===== config.mk =====
export PLATFORM = sky130hd
export DESIGN_NAME = prime_set_store_core
export DESIGN_NICKNAME = d
export VERILOG_FILES = /design/src/design/pss_pkg.sv /design/src/design/pss_rem.sv /design/src/design/pss_dp.sv /design/src/design/pss_ctrl.sv /design/src/design/prime_set_store_core.sv
export VERILOG_INCLUDE_DIRS = /design/src /design/src/design
export SDC_FILE = /design/constraint.sdc
export NUM_CORES = 1
export LEC_CHECK = 0
export BUFFER_PORTS_ARGS = -buffer_cell sky130_fd_sc_hd__clkbuf_2
export CORE_ASPECT_RATIO = 2
export CORE_MARGIN = 8
export CORE_UTILIZATION = 35
export CTS_BUF_LIST = sky130_fd_sc_hd__clkbuf_4
export CTS_CLUSTER_DIAMETER = 50
export DETAILED_ROUTE_END_ITERATION = 6
export PLACE_DENSITY = 0.52
export SKIP_LAST_GASP = 1
export SLEW_MARGIN = 30
export SYNTH_ARGS = -nofsm -noshare
export SYNTH_HDL_FRONTEND = slang
export SYNTH_SLANG_ARGS = --single-unit

===== constraint.sdc =====
create_clock -name clk -period 4.2 [get_ports clk]
set_input_delay 0.84 -clock clk [delete_from_list [all_inputs] [get_ports clk]]
set_output_delay 0.84 -clock clk [all_outputs]
set_load 0.02 [all_outputs]

===== src/design/prime_set_store_core_defines.svh =====
// Assertion macros shared by the prime set store design.
// Each macro expects signals named clk and rst in the scope where it is used.
`ifndef PRIME_SET_STORE_CORE_DEFINES_SVH
`define PRIME_SET_STORE_CORE_DEFINES_SVH

// The consequent must hold in the same cycle as the antecedent.
`define PSS_ASSERT_NOW(name, ante, cons, msg) \
  name: assert property (@(posedge clk) disable iff (rst) (ante) |-> (cons)) \
    else $error(msg);

// The consequent must hold in the cycle after the antecedent.
`define PSS_ASSERT_NEXT(name, ante, cons, msg) \
  name: assert property (@(posedge clk) disable iff (rst) (ante) |=> (cons)) \
    else $error(msg);

`endif


===== src/design/pss_pkg.sv =====
package pss_pkg;

  // Store geometry.
  localparam int SET_DEPTH  = 16;
  localparam int VALUE_BITS = 16;

  // Port widths.
  localparam int CMD_W    = 2;
  localparam int VALUE_W  = 16;
  localparam int STATUS_W = 3;
  localparam int COUNT_W  = 5;

  // Internal widths.
  localparam int CNT_BITS  = $clog2(SET_DEPTH + 1);
  localparam int IDX_BITS  = $clog2(SET_DEPTH);
  localparam int D_BITS    = VALUE_BITS / 2 + 2;
  localparam int SQ_BITS   = VALUE_BITS + 2;
  localparam int STEP_BITS = $clog2(VALUE_BITS);

  // Command codes.
  localparam logic [CMD_W-1:0] CMD_INSERT = 2'd0;
  localparam logic [CMD_W-1:0] CMD_REMOVE = 2'd1;
  localparam logic [CMD_W-1:0] CMD_FIND   = 2'd2;

  // Status codes.
  localparam logic [STATUS_W-1:0] ST_DONE        = 3'd0;
  localparam logic [STATUS_W-1:0] ST_PRESENT     = 3'd1;
  localparam logic [STATUS_W-1:0] ST_NOT_PRESENT = 3'd2;
  localparam logic [STATUS_W-1:0] ST_NOT_PRIME   = 3'd3;
  localparam logic [STATUS_W-1:0] ST_FULL        = 3'd4;

  // Commands from the controller to the datapath.
  typedef struct packed {
    logic accept;
    logic scan_read;
    logic scan_cmp;
    logic prime_step;
    logic div_start;
    logic mark_np;
    logic apply;
    logic shift_read;
    logic shift_write;
    logic shift_finish;
  } pss_cmd_t;

  // Status from the datapath to the controller.
  typedef struct packed {
    logic scan_more;
    logic need_prime;
    logic small_value;
    logic sq_over;
    logic rem_done;
    logic rem_zero;
    logic need_shift;
    logic shift_more;
  } pss_stat_t;

endpackage


===== src/design/pss_rem.sv =====
module pss_rem
  import pss_pkg::*;
(
  input  logic                  clk,
  input  logic                  rst,
  input  logic                  start,
  input  logic [VALUE_BITS-1:0] dividend,
  input  logic [D_BITS-1:0]     divisor,
  output logic                  done,
  output logic                  rem_zero
);

  logic [D_BITS-1:0]     rem;
  logic [VALUE_BITS-1:0] shreg;
  logic [STEP_BITS-1:0]  step;
  logic                  run;
  logic [D_BITS:0]       trial;
  logic [D_BITS:0]       diff;

  // One restoring step: bring in the next dividend bit and subtract if it fits.
  assign trial = {rem, shreg[VALUE_BITS-1]};
  assign diff  = trial - {1'b0, divisor};

  // Control of the bit-serial remainder loop.
  always_ff @(posedge clk) begin
    if (rst) begin
      run  <= 1'b0;
      done <= 1'b0;
    end else begin
      done <= run && (step == '0);
      if (start) begin
        run <= 1'b1;
      end else if (run && (step == '0)) begin
        run <= 1'b0;
      end
    end
  end

  // Remainder and dividend shift register.
  always_ff @(posedge clk) begin
    if (start) begin
      rem   <= '0;
      shreg <= dividend;
      step  <= STEP_BITS'(VALUE_BITS - 1);
    end else if (run) begin
      rem   <= (trial >= {1'b0, divisor}) ? diff[D_BITS-1:0] : trial[D_BITS-1:0];
      shreg <= {shreg[VALUE_BITS-2:0], 1'b0};
      step  <= step - 1'b1;
    end
  end

  assign rem_zero = (rem == '0);

endmodule


===== src/design/pss_dp.sv =====
module pss_dp
  import pss_pkg::*;
(
  input  logic                clk,
  input  logic                rst,
  input  pss_cmd_t            cmd,
  input  logic [CMD_W-1:0]    command,
  input  logic [VALUE_W-1:0]  value,
  output pss_stat_t           stat,
  output logic [STATUS_W-1:0] status,
  output logic                found,
  output logic [COUNT_W-1:0]  count
);

  logic [VALUE_BITS-1:0] mem [SET_DEPTH];
  logic [VALUE_BITS-1:0] rd_data;
  logic [IDX_BITS-1:0]   rd_addr;
  logic                  rd_en;
  logic [IDX_BITS-1:0]   wr_addr;
  logic [VALUE_BITS-1:0] wr_data;
  logic                  wr_en;

  logic [CMD_W-1:0]      cmd_reg;
  logic [VALUE_BITS-1:0] val_reg;
  logic [CNT_BITS-1:0]   held_count;
  logic [CNT_BITS-1:0]   ptr;
  logic [CNT_BITS-1:0]   ptr_inc;
  logic [CNT_BITS-1:0]   pos;
  logic                  np;
  logic [D_BITS-1:0]     d;
  logic [SQ_BITS-1:0]    sq;
  logic                  is_insert;
  logic                  is_remove;
  logic                  full;
  logic                  ins_ok;
  logic                  rem_done;
  logic                  rem_zero;

  assign is_insert = (cmd_reg == CMD_INSERT);
  assign is_remove = (cmd_reg == CMD_REMOVE);
  assign full      = (held_count == CNT_BITS'(SET_DEPTH));
  assign ins_ok    = is_insert && !np && !found && !full;
  assign ptr_inc   = ptr + 1'b1;

  // Memory port selection: scan and shift reads, insert and shift writes.
  always_comb begin
    rd_en   = cmd.scan_read || cmd.shift_read;
    rd_addr = cmd.shift_read ? ptr_inc[IDX_BITS-1:0] : ptr[IDX_BITS-1:0];
    wr_en   = (cmd.apply && ins_ok) || cmd.shift_write;
    wr_addr = cmd.shift_write ? ptr[IDX_BITS-1:0] : held_count[IDX_BITS-1:0];
    wr_data = cmd.shift_write ? rd_data : val_reg;
  end

  // Entry store with a registered read port.
  always_ff @(posedge clk) begin
    if (wr_en) begin
      mem[wr_addr] <= wr_data;
    end
    if (rd_en) begin
      rd_data <= mem[rd_addr];
    end
  end

  // Held count, the only register here that reset clears.
  always_ff @(posedge clk) begin
    if (rst) begin
      held_count <= '0;
    end else if (cmd.apply && ins_ok) begin
      held_count <= held_count + 1'b1;
    end else if (cmd.shift_finish) begin
      held_count <= held_count - 1'b1;
    end
  end

  // Command latch, scan pointer and lookup result.
  always_ff @(posedge clk) begin
    if (cmd.accept) begin
      cmd_reg <= command;
      val_reg <= value[VALUE_BITS-1:0];
      ptr     <= '0;
      found   <= 1'b0;
      pos     <= '0;
      np      <= 1'b0;
      d       <= D_BITS'(2);
      sq      <= SQ_BITS'(4);
    end else begin
      if (cmd.scan_cmp) begin
        if (rd_data == val_reg) begin
          found <= 1'b1;
          pos   <= ptr;
        end
        ptr <= ptr_inc;
      end
      if (cmd.apply) begin
        ptr <= pos;
      end
      if (cmd.shift_write) begin
        ptr <= ptr_inc;
      end
      if (cmd.mark_np) begin
        np <= 1'b1;
      end
      // After two only odd divisors are tried; (d+2)^2 = d^2 + 4d + 4.
      if (cmd.prime_step) begin
        if (d == D_BITS'(2)) begin
          d  <= D_BITS'(3);
          sq <= SQ_BITS'(9);
        end else begin
          d  <= d + D_BITS'(2);
          sq <= sq + SQ_BITS'({d, 2'b00}) + SQ_BITS'(4);
        end
      end
    end
  end

  // Status of the finished command.
  always_ff @(posedge clk) begin
    if (cmd.apply) begin
      case (cmd_reg)
        CMD_INSERT: begin
          if (np) begin
            status <= ST_NOT_PRIME;
          end else if (found) begin
            status <= ST_PRESENT;
          end else if (full) begin
            status <= ST_FULL;
          end else begin
            status <= ST_DONE;
          end
        end
        CMD_REMOVE: begin
          if (np) begin
            status <= ST_NOT_PRIME;
          end else if (!found) begin
            status <= ST_NOT_PRESENT;
          end else begin
            status <= ST_DONE;
          end
        end
        default: begin
          status <= found ? ST_DONE : ST_NOT_PRESENT;
        end
      endcase
    end
  end

  // Remainder unit for trial division.
  pss_rem u_rem (
    .clk      (clk),
    .rst      (rst),
    .start    (cmd.div_start),
    .dividend (val_reg),
    .divisor  (d),
    .done     (rem_done),
    .rem_zero (rem_zero)
  );

  always_comb begin
    stat.scan_more   = (ptr < held_count) && !found;
    stat.need_prime  = is_insert || is_remove;
    stat.small_value = (val_reg < VALUE_BITS'(2));
    stat.sq_over     = (sq > SQ_BITS'(val_reg));
    stat.rem_done    = rem_done;
    stat.rem_zero    = rem_zero;
    stat.need_shift  = is_remove && !np && found;
    stat.shift_more  = (ptr_inc < held_count);
  end

  assign count = COUNT_W'(held_count);

endmodule


===== src/design/pss_ctrl.sv =====
module pss_ctrl
  import pss_pkg::*;
(
  input  logic      clk,
  input  logic      rst,
  input  logic      start,
  input  pss_stat_t stat,
  output pss_cmd_t  cmd,
  output logic      busy,
  output logic      done
);

  localparam logic [3:0] S_IDLE      = 4'd0;
  localparam logic [3:0] S_SCAN_CHK  = 4'd1;
  localparam logic [3:0] S_SCAN_CMP  = 4'd2;
  localparam logic [3:0] S_PRIME_CHK = 4'd3;
  localparam logic [3:0] S_DIV       = 4'd4;
  localparam logic [3:0] S_APPLY     = 4'd5;
  localparam logic [3:0] S_SHIFT_CHK = 4'd6;
  localparam logic [3:0] S_SHIFT_WR  = 4'd7;
  localparam logic [3:0] S_RESP      = 4'd8;

  logic [3:0] state;
  logic [3:0] state_next;

  // Next state and datapath commands.
  always_comb begin
    state_next = state;
    cmd        = '0;
    case (state)
      S_IDLE: begin
        if (start) begin
          cmd.accept = 1'b1;
          state_next = S_SCAN_CHK;
        end
      end
      S_SCAN_CHK: begin
        if (stat.scan_more) begin
          cmd.scan_read = 1'b1;
          state_next    = S_SCAN_CMP;
        end else if (stat.need_prime) begin
          state_next = S_PRIME_CHK;
        end else begin
          state_next = S_APPLY;
        end
      end
      S_SCAN_CMP: begin
        cmd.scan_cmp = 1'b1;
        state_next   = S_SCAN_CHK;
      end
      S_PRIME_CHK: begin
        if (stat.small_value) begin
          cmd.mark_np = 1'b1;
          state_next  = S_APPLY;
        end else if (stat.sq_over) begin
          state_next = S_APPLY;
        end else begin
          cmd.div_start = 1'b1;
          state_next    = S_DIV;
        end
      end
      S_DIV: begin
        if (stat.rem_done) begin
          if (stat.rem_zero) begin
            cmd.mark_np = 1'b1;
            state_next  = S_APPLY;
          end else begin
            cmd.prime_step = 1'b1;
            state_next     = S_PRIME_CHK;
          end
        end
      end
      S_APPLY: begin
        cmd.apply  = 1'b1;
        state_next = stat.need_shift ? S_SHIFT_CHK : S_RESP;
      end
      S_SHIFT_CHK: begin
        if (stat.shift_more) begin
          cmd.shift_read = 1'b1;
          state_next     = S_SHIFT_WR;
        end else begin
          cmd.shift_finish = 1'b1;
          state_next       = S_RESP;
        end
      end
      S_SHIFT_WR: begin
        cmd.shift_write = 1'b1;
        state_next      = S_SHIFT_CHK;
      end
      S_RESP: begin
        state_next = S_IDLE;
      end
      default: begin
        state_next = S_IDLE;
      end
    endcase
  end

  // State register.
  always_ff @(posedge clk) begin
    if (rst) begin
      state <= S_IDLE;
    end else begin
      state <= state_next;
    end
  end

  assign busy = (state != S_IDLE);
  assign done = (state == S_RESP);

endmodule


===== src/design/prime_set_store_core.sv =====
// Prime set store: an ordered set of up to SET_DEPTH distinct prime values.
// Command channel: a beat (command, value) is taken at a clock edge where
// start is high and busy is low. Commands are insert, remove and find; an
// unused code behaves as find.
// Result channel: done is high for exactly one cycle with status, found and
// count. The receiver cannot hold a result off; it must take it then.
// busy stays high from the accepted beat through the done cycle, so one
// command is worked on at a time and the next can be given the cycle after.
// A command scans the held entries until a match or the end. Insert and
// remove then add a primality test by trial division over up to 128
// divisors (two, then odd ones), each run through the bit-serial
// remainder unit. A remove that finds its value then moves each later
// entry down one place to close the gap.
// Reset clears the held count and the controller; entry contents are not
// cleared, as only entries below the count are ever read.
module prime_set_store_core
  import pss_pkg::*;
(
  input  logic                clk,
  input  logic                rst,
  input  logic                start,
  input  logic [CMD_W-1:0]    command,
  input  logic [VALUE_W-1:0]  value,
  output logic                busy,
  output logic                done,
  output logic [STATUS_W-1:0] status,
  output logic                found,
  output logic [COUNT_W-1:0]  count
);

`include "prime_set_store_core_defines.svh"

  pss_cmd_t  cmd;
  pss_stat_t stat;

  // Sequencing of scan, primality test, update and response.
  pss_ctrl u_ctrl (
    .clk   (clk),
    .rst   (rst),
    .start (start),
    .stat  (stat),
    .cmd   (cmd),
    .busy  (busy),
    .done  (done)
  );

  // Entry store, lookup, trial division and result registers.
  pss_dp u_dp (
    .clk     (clk),
    .rst     (rst),
    .cmd     (cmd),
    .command (command),
    .value   (value),
    .stat    (stat),
    .status  (status),
    .found   (found),
    .count   (count)
  );

  `PSS_ASSERT_NEXT(a_accept_busy, start && !busy, busy, "accepted beat did not raise busy")
  `PSS_ASSERT_NEXT(a_done_free, done, !busy, "block not ready after a result")
  `PSS_ASSERT_NOW(a_count_max, 1'b1, count <= COUNT_W'(SET_DEPTH), "held count above depth")
  `PSS_ASSERT_NOW(a_full_count, done && (status == ST_FULL), count == COUNT_W'(SET_DEPTH), "full status with room left")
  `PSS_ASSERT_NOW(a_found_status, done && found, status != ST_NOT_PRESENT, "held value reported as not present")

endmodule


# Word level (Yosys, flattened, before mapping)
# Memories as Yosys holds them, arrays and structs flattened. A register that Yosys moved wholly into a read port is not among the register bits.
# Cells that the tools add are included.
totals:
  register_bits: 102
  out_inout_bits: 11
  n_memories: 1
  in_bits: 21
  ram_bits: 256
mem_list:
  columns: ["name", "words", "width", "read_ports", "rd_ports_with_merged_regs", "write_ports", "line", "source"]
  rows:
  - ["u_dp.mem", 16, 16, 1, 1, 1, "pss_dp.sv:15", "logic [VALUE_BITS-1:0] mem [SET_DEPTH];"]
classes:
  n_reduce_logical: 25
  n_eq_ne: 14
  add_sub_neg: 8
  order_cmp: 5
  mux: 54
ops:
  columns: ["operator", "n"]
  rows:
  - ["2-to-1 mux 16 bit", 3]
  - ["case mux 4 bit (8 select lines)", 1]
  - ["2-to-1 mux 1 bit", 26]
  - ["2-to-1 mux 5 bit", 5]
  - ["2-to-1 mux 4 bit", 6]
  - ["2-to-1 mux 3 bit", 7]
  - ["2-to-1 mux 10 bit", 2]
  - ["adder 18 x 12 -> 18 bit", 1]
  - ["adder 18 x 3 -> 18 bit, second input constant", 1]
  - ["> comparator 18 x 16 -> 1 bit", 1]
  - ["2-to-1 mux 18 bit", 1]
  - ["== test 16 bit", 1]
  - ["== test 4 x 3 -> 1 bit, second input constant", 4]
  - ["< comparator 16 x 2 -> 1 bit, second input constant", 1]
  - ["greater-or-equal comparator 11 x 10 -> 1 bit", 1]
  - ["adder 10 x 2 -> 10 bit, second input constant", 1]
  - ["adder 5 x 1 -> 5 bit, second input constant", 2]
  - ["== test 10 x 2 -> 1 bit, second input constant", 1]
  - ["zero test 10 bit", 1]
  - ["< comparator 5 bit", 2]
  - ["subtractor 10 bit", 1]
  - ["== test 4 x 2 -> 1 bit, second input constant", 2]
  - ["logical AND 1 bit", 8]
  - ["zero test 4 bit", 2]
  - ["other kinds (18)", 25]

# Logic depth before layout (Yosys ltp)
# Gate-level depths: netlist of the first run.
logic_depth:
  ltp_word: 8
  ltp_mapped: 15
  ltp_nobuf: 12

# Modules after synthesis
# A second synthesis of the first run with hierarchy kept.
unflattened:
  hier_cells: 1162
  hier_area_um2: 16871.2
modules_own_cells:
  columns: ["mod", "seq_area_each_um2", "n_inst", "area_each_um2", "cells_each"]
  rows:
  - ["pss_dp", 9659.3, 1, 14525.2, 923]
  - ["pss_rem", 800.8, 1, 1966.9, 186]
  - ["pss_ctrl", 80.1, 1, 379.1, 53]

# Worst setup path after synthesis of the first run
# No wires, ideal clock.
synth_timing:
  path_type: "register to register"
  from: "reg u_dp.ptr[1]"
  to: "reg u_dp.rd_data[9] (read register of u_dp.mem), data pin"
  slack_ps: 666
  n_path_buf: 2
  setup_ps: 256
  stages_incl_launch_ff: 13
  synth_period_minus_slack_ps: 3534
  arrival_time_ps: 3278
  path_cell_list: "dfxtp_1 ha_1 clkbuf_1 xor2_1 ha_1 a211o_1 a31oi_4 o211ai_1 xnor2_1 clkbuf_1 mux4_2 a22o_1 a41o_1"
synth_between:
  elab_chain_len: 5
  elab_cells_between_ends: 10
synth_lines:
  columns: ["element", "line", "source"]
  rows:
  - ["start, declared", "pss_dp.sv:26", "logic [CNT_BITS-1:0] ptr;"]
  - ["start signal, assigned", "pss_dp.sv:92", "ptr <= ptr_inc;"]
  - ["start signal, assigned", "pss_dp.sv:95", "ptr <= pos;"]
  - ["start signal, assigned", "pss_dp.sv:98", "ptr <= ptr_inc;"]
  - ["adder 5 x 1 -> 5 bit or < comparator 5 bit (tied branches)", "pss_dp.sv:43, pss_dp.sv:159", null]
  - ["< comparator 5 bit or logical AND 1 bit (tied branches)", "pss_dp.sv:166, pss_dp.sv:159", null]
  - ["2-to-1 mux 1 bit, on equally long branches", "pss_ctrl.sv:78, pss_ctrl.sv:38", null]
  - ["2-to-1 mux 1 bit", "pss_ctrl.sv:30", "case (state)"]
  - ["2-to-1 mux 4 bit or logical OR 1 bit (tied branches)", "pss_dp.sv:48, pss_dp.sv:47", null]
  - ["end, declared", "pss_dp.sv:16", "logic [VALUE_BITS-1:0] rd_data;"]
# Several ways; a longest one is shown, not always the timed one.
# A chain may end at the register's enable or synchronous reset.

# Worst setup path after layout of the first run
layout_timing:
  from: "reg u_dp.ptr[1]"
  to: "reg u_dp.rd_data[15] (read register of u_dp.mem), data pin"
# Same word-level chain as after synthesis.

==> impl_metrics.csv, run 1 <==
group,metric,value,unit
run_status,status,"finished, final reports clean",
routing,drtIter0Drc,492,
synth,synthesis.area,16800,sq um
placement,gp_congestion,0.822,
setup_path,r2r-start,"u_dp.ptr[1]",
clock_network,cts_tree,"yes",
sta,fin_crit_sh,0.911,
routing,via_per_inst,5.23,
min_path,hold_end,"u_dp.val_reg[7]",
clock_network,cts_made_buffers,84,
setup_path,endpoint_kind,"flop",
sta,max_slew.worst_pin.slew,0.960,ns
placement,dp_hpwl,30500,um
pwr,vdd_drop_max,0.244,mV
clock_network,insertion_delay,0.82,ns
setup_path,startpoint_type,"flop",
sta,rsz0062_at_grt,"false",
finish,top_register,"u_dp.mem",
placement,io_buffers,31,
setup_path,critPathArrivalTime,4.33,ns
floorplan,num_rows,113,
pwr,power.leakage,6.99,nW
sta,final_max_slew_viol_count,0,
grt,antenna_found_initial,2,
finish,mostFrequentLayoutCells,"edfxtp_1, nand2_1, clkbuf_4",
synth,synthCells,1228,
synth,ys_types,74,
grt,grt_pass1_wl,67600,um
routing,ant_nets,0,
clock_network,root_buffer,"clkbuf_4",
synth,yosys_warnings,0,
floorplan,die-area,55700,sq um
grt,grt_usage,0.165,
floorplan,coreArea,47500,sq um
sta,relSlewSlack,0.351,
finish,multi_input_area,5880,sq um
routing,drt-total-wl,45700,um
finish,layout-drive-gt1-share,0.226,
grt,grt_overflow_total,0,
clock_network,cts.repair.resized,0,
floorplan,initial_core_util,0.353,
run,drv_cap,0,
sta,fin_crit,3.83,ns
clock_network,postCtsHoldBufs,0,
setup_path,reg2reg_depth,12,
synth,syn-num-nets,1312,
min_path,hold_class,"input port to flop",
clock_network,cts_setup_buffers,0,
finish,mostFrequentLayoutCell,"edfxtp_1",
min_path,min_from,"value[7]",
finish,top_regs,"u_dp.mem x256, u_dp.sq x17",
grt,grt_max_degree,43,
sta,max_freq,0.261,GHz
synth,synthFlopType,"edfxtp_1",
sta,hold_viol,0,
routing,wl_per_cell,22.4,um
finish,n_fill_cell,4532,
finish,register_area,10500,sq um
synth,synth_edf_count,309,
floorplan,die_x,171,um
setup_path,crit_type,"flop to flop",
setup_path,r2r_slack,0.37,ns
sta,setup_violations,0,
finish,largest_reg_flops,256,
finish,layout.nets,1432,
clock_network,cts_sinks,372,
clock_network,clockBufferDepth,3,
floorplan,io_pins,32,
clock_network,cts_max_level,3,
pwr,power_density,540,nW/um^2
min_path,worstHoldPathCells,1,
synth,synth.avg_cell_area,13.7,sq um
setup_path,cp_data_required_time,4.71,ns
placement,place_area,18000,sq um
sta,clock_skew,0.0737,ns
floorplan,die_y,326,um
routing,drc,0,
grt,grt_pass1_vias,11400,
setup_path,path_max_fanout,26,
finish,syn_to_final_growth,13.8,%
routing,num_vias,10700,
sta,tns,0,ns
synth,async_flop_share,0,
setup_path,r2r_end,"u_dp.rd_data[15]",
synth,ys_seq_area_frac,0.628,
synth,ys_ff_latch,372,
routing,drtPass1Iterations,5,
clock_network,path_clk_slew,0.07,ns
finish,fin_area,19100,sq um
[per-layer routing]
metal / share of wire / global-route usage / vias up
li1: - / - / 4992
met1: 0.34 / 0.148 / 5341
met2: 0.58 / 0.334 / 251
met3: 0.036 / 0.0273 / 110
met4: 0.047 / 0.0915 / 0
met5: 0 / 0 / -
[how the worst max path moves through the flow]
| stage | start | end | slack [ns] |
|---|---|---|---|
| CTS | u_dp.ptr[1] | u_dp.rd_data[15] | 0.34 |
| global route | u_dp.ptr[1] | u_dp.rd_data[15] | 0.10 |
| detailed placement | u_dp.ptr[1] | u_dp.rd_data[15] | 0.35 |
| floorplan | u_dp.ptr[1] | u_dp.rd_data[9] | 0.67 |
| global placement | u_dp.ptr[1] | u_dp.rd_data[12] | 0.39 |
| finish | u_dp.ptr[1] | u_dp.rd_data[15] | 0.37 |
[cell usage after synthesis (11+ instances only)]
| cell type | instances | area share |
|---|---|---|
| edfxtp_1 | 309 | 0.55 |
| nand2_1 | 126 | 0.028 |
| nor2_1 | 81 | 0.018 |
| dfxtp_1 | 63 | 0.075 |
| ha_1 | 60 | 0.045 |
| inv_1 | 50 | 0.011 |
| mux2_2 | 41 | 0.027 |
| a21oi_1 | 39 | 0.012 |
| nand3_1 | 37 | 0.011 |
| clkbuf_1 | 32 | 0.0072 |
| mux4_2 | 32 | 0.043 |
| xnor2_1 | 32 | 0.017 |
| mux2i_1 | 28 | 0.017 |
| o21ai_0 | 21 | 0.0063 |
| xor2_1 | 18 | 0.0094 |
| nor3_1 | 17 | 0.0051 |
| a21o_1 | 15 | 0.0067 |
| a41o_1 | 15 | 0.0089 |
| a211oi_1 | 14 | 0.0063 |
| a22o_1 | 14 | 0.0073 |
| nor4_1 | 13 | 0.0048 |
| nand4_1 | 11 | 0.0041 |
[power breakdown]
group | switching, mW | total [mW] | internal, mW
clock | 1.43 | 2.88 | 1.44
combinational | 1.67 | 2.80 | 1.13
sequential | 0.230 | 4.65 | 4.42
total | 3.33 | 10.3 | 6.99
[layout make-up]
type,instances,area share
multi-input combinational,754,0.308
timing repair buffer,85,0.0326
tap,632,0.0414
inverter,51,0.0101
clock inverter,27,0.00891
clock buffer,120,0.0472
antenna,3,0.000393
sequential,372,0.552
[kinds of logic after synthesis]
family                   synth area share
flip-flops                          0.628
AND/OR/NAND/NOR                    0.0939
AO/OA/AOI/OAI                      0.0885
buffers and inverters              0.0262
multiplexers                       0.0878
adder cells (fa/ha/maj)            0.0483
XOR/XNOR                           0.0277
[stage by stage]
stage	instances	hold slack [ns]	util	setup slack [ns]	power, mW
6_report	2044	0.207	0.402	0.374	10.3
5_1_grt	2044	0.139	0.402	0.104	10.9
4_1_cts	2041	0.134	0.402	0.336	10.5
3_5_place_dp	1894	0.480	0.379	0.350	7.56
3_3_place_gp	1894	0.470	0.379	0.390	7.53
2_1_floorplan	1228	0.432	-	0.666	6.65
[critical path, cell delays in order, from the launching register on]
cell and delay [ns]:
dfxtp_1 0.45, ha_1 0.25, xor2_1 0.19, ha_1 0.30, a211o_1 0.30, a31oi_4 0.25, o21a_4 0.22, xnor2_4 0.32
buf_12 0.29, buf_4 0.21, mux4_2 0.50, a22oi_1 0.16, o31ai_1 0.10
Note: power is estimated with default switching activity, not from simulation.
==> inputs of run 2 (changes only) <==
==> constraint.sdc (replaced) <==
create_clock -name clk -period 4.15 [get_ports clk]
set_input_delay 0.83 -clock clk [delete_from_list [all_inputs] [get_ports clk]]
set_output_delay 0.83 -clock clk [all_outputs]
set_load 0.02 [all_outputs]
==> run 2 against run 1 <==
Effect of this change: register-to-register slack lost 0.10 ns; largest cell class unchanged; die area unchanged; cell area rose by 0.12%; critical endpoint is now u_dp.rd_data[14].
==> impl_metrics.csv, run 2 (synthesized netlist as in run 1, its figures left out) <==
group,metric,value,unit
run_status,status,"finished, final reports clean",
setup_path,endpoint_kind,"flop",
pwr,finalPower,10.5,mW
min_path,hold_class,"input port to flop",
grt,antenna_found_initial,1,
clock_network,cts_sinks,372,
setup_path,reg2reg_depth,11,
setup_path,cp_data_required_time,4.67,ns
setup_path,cp_common_cell,"ha_1",
sta,hold_viol,0,
placement,io_buffers,31,
clock_network,cts_tree,"yes",
placement,gp_congestion,0.832,
sta,relSlewSlack,0.338,
clock_network,postCtsHoldBufs,0,
sta,max_freq,0.258,GHz
routing,wl_per_cell,22.7,um
finish,syn_to_final_growth,13.9,%
pwr,vdd_drop_max,0.254,mV
grt,grt_usage,0.170,
finish,layout.nets,1436,
sta,setup_violations,0,
grt,grt_max_degree,43,
routing,drtIter0Drc,672,
routing,drc,0,
finish,layout-drive-gt1-share,0.227,
setup_path,cp_slowest_stage_delay,0.51,ns
floorplan,initial_core_util,0.353,
finish,n_fill_cell,4554,
floorplan,die-area,55700,sq um
sta,fin_crit_sh,0.935,
finish,mostFrequentLayoutCells,"edfxtp_1, clkbuf_4, nand2_1",
sta,tns,0,ns
clock_network,insertion_delay,0.79,ns
pwr,power_density,548,nW/um^2
placement,pre_cts_ws,0.275,ns
setup_path,worst-path-stages,11,
clock_network,cts_max_level,3,
routing,drtPass1Iterations,4,
routing,via_per_inst,5.25,
floorplan,coreArea,47500,sq um
setup_path,crit_chain,"ha_1, xor2_1, ha_1, a211o_1, a31oi_4, o21a_4, xnor2_4, buf_4, mux4_2, a22o_1, a41o_1",
clock_network,cts_made_buffers,86,
sta,rsz0062_at_grt,"false",
finish,top_regs,"u_dp.mem x256, u_dp.sq x17",
run,drv_cap,0,
finish,final_util,0.403,
sta,setup_slack,0.269,ns
min_path,worstHoldPathCells,1,
finish,top_register,"u_dp.mem",
placement,dp_hpwl,31100,um
setup_path,startpoint_type,"flop",
floorplan,io_pins,32,
grt,grt_pass1_wl,69600,um
clock_network,path_clk_slew,0.08,ns
setup_path,path_max_fanout,14,
clock_network,root_buffer,"clkbuf_4",
sta,fin_crit,3.88,ns
floorplan,num_rows,113,
routing,num_vias,10800,
pwr,power.leakage,7.00,nW
setup_path,worst-path-buf-inv,1,
grt,grt_pass1_vias,11500,
sta,final_max_slew_viol_count,0,
setup_path,crit_type,"flop to flop",
grt,grt_overflow_total,0,
clock_network,clockBufferDepth,3,
floorplan,die_x,171,um
clock_network,cts.repair.resized,0,
routing,drt-total-wl,46500,um
sta,clock_skew,0.0438,ns
setup_path,slowest_stage,"mux4_2",
setup_path,critPathTopFamily,"compound AO/OA/AOI/OAI gates",
clock_network,cts_setup_buffers,0,
routing,ant_nets,0,
finish,mostFrequentLayoutCell,"edfxtp_1",
setup_path,critPathArrivalTime,4.40,ns
floorplan,die_y,326,um
finish,largest_reg_flops,256,
sta,max_slew.worst_pin.slew,0.989,ns
==> run 2: per-stage QoR <==
step	instance area, sq um	std cells	hold WS, ns
3_3_place_gp	18000	1896	0.472
6_report	19100	2049	0.226
3_5_place_dp	18000	1896	0.469
2_1_floorplan	16800	1228	0.432
5_1_grt	19100	2049	0.147
4_1_cts	19100	2048	0.151
==> run 2: worst register-to-register path: cells and delay by family (launching register included) <==
kind,cells,cell delay (ns)
flip-flops,1,0.46
adder cells (fa/ha/maj),2,0.56
multiplexers,1,0.52
buffers and inverters,1,0.37
AO/OA/AOI/OAI,5,1.22
XOR/XNOR,2,0.51
==> run 2: cell type report <==
class	count	area (sq um)	share of cell area
sequential	372	10500	0.551
multi-input combinational	754	5880	0.307
clock buffer	127	953	0.0498
tap	632	791	0.0413
timing repair buffer	87	613	0.0321
inverter	51	193	0.0101
clock inverter	25	156	0.00818
antenna	1	2.50	0.000131
==> run 2: power by group <==
| group | leakage, nW | total (mW) | internal (mW) | switching [mW] |
|---|---|---|---|---|
| clock network | 0.655 | 3.00 | 1.53 | 1.48 |
| registers | 3.30 | 4.72 | 4.47 | 0.250 |
| logic | 3.04 | 2.77 | 1.12 | 1.64 |
==> run 2: per-layer routing <==
metal,share of wire,GRT usage,up-vias
met4,0.040,0.0826,0
met3,0.041,0.0296,115
li1,-,-,4997
met5,0,0,-
met2,0.58,0.336,282
met1,0.34,0.162,5359
==> run 2: path summary, 6_finish.rpt <==
path	from	to	slack (ns)
min reg2reg	u_dp.u_rem.step[3]	u_dp.u_rem.step[3]	0.49
min	value[3]	u_dp.val_reg[3]	0.23
max	u_dp.ptr[1]	u_dp.rd_data[14]	0.27
max reg2reg	u_dp.ptr[1]	u_dp.rd_data[14]	0.27
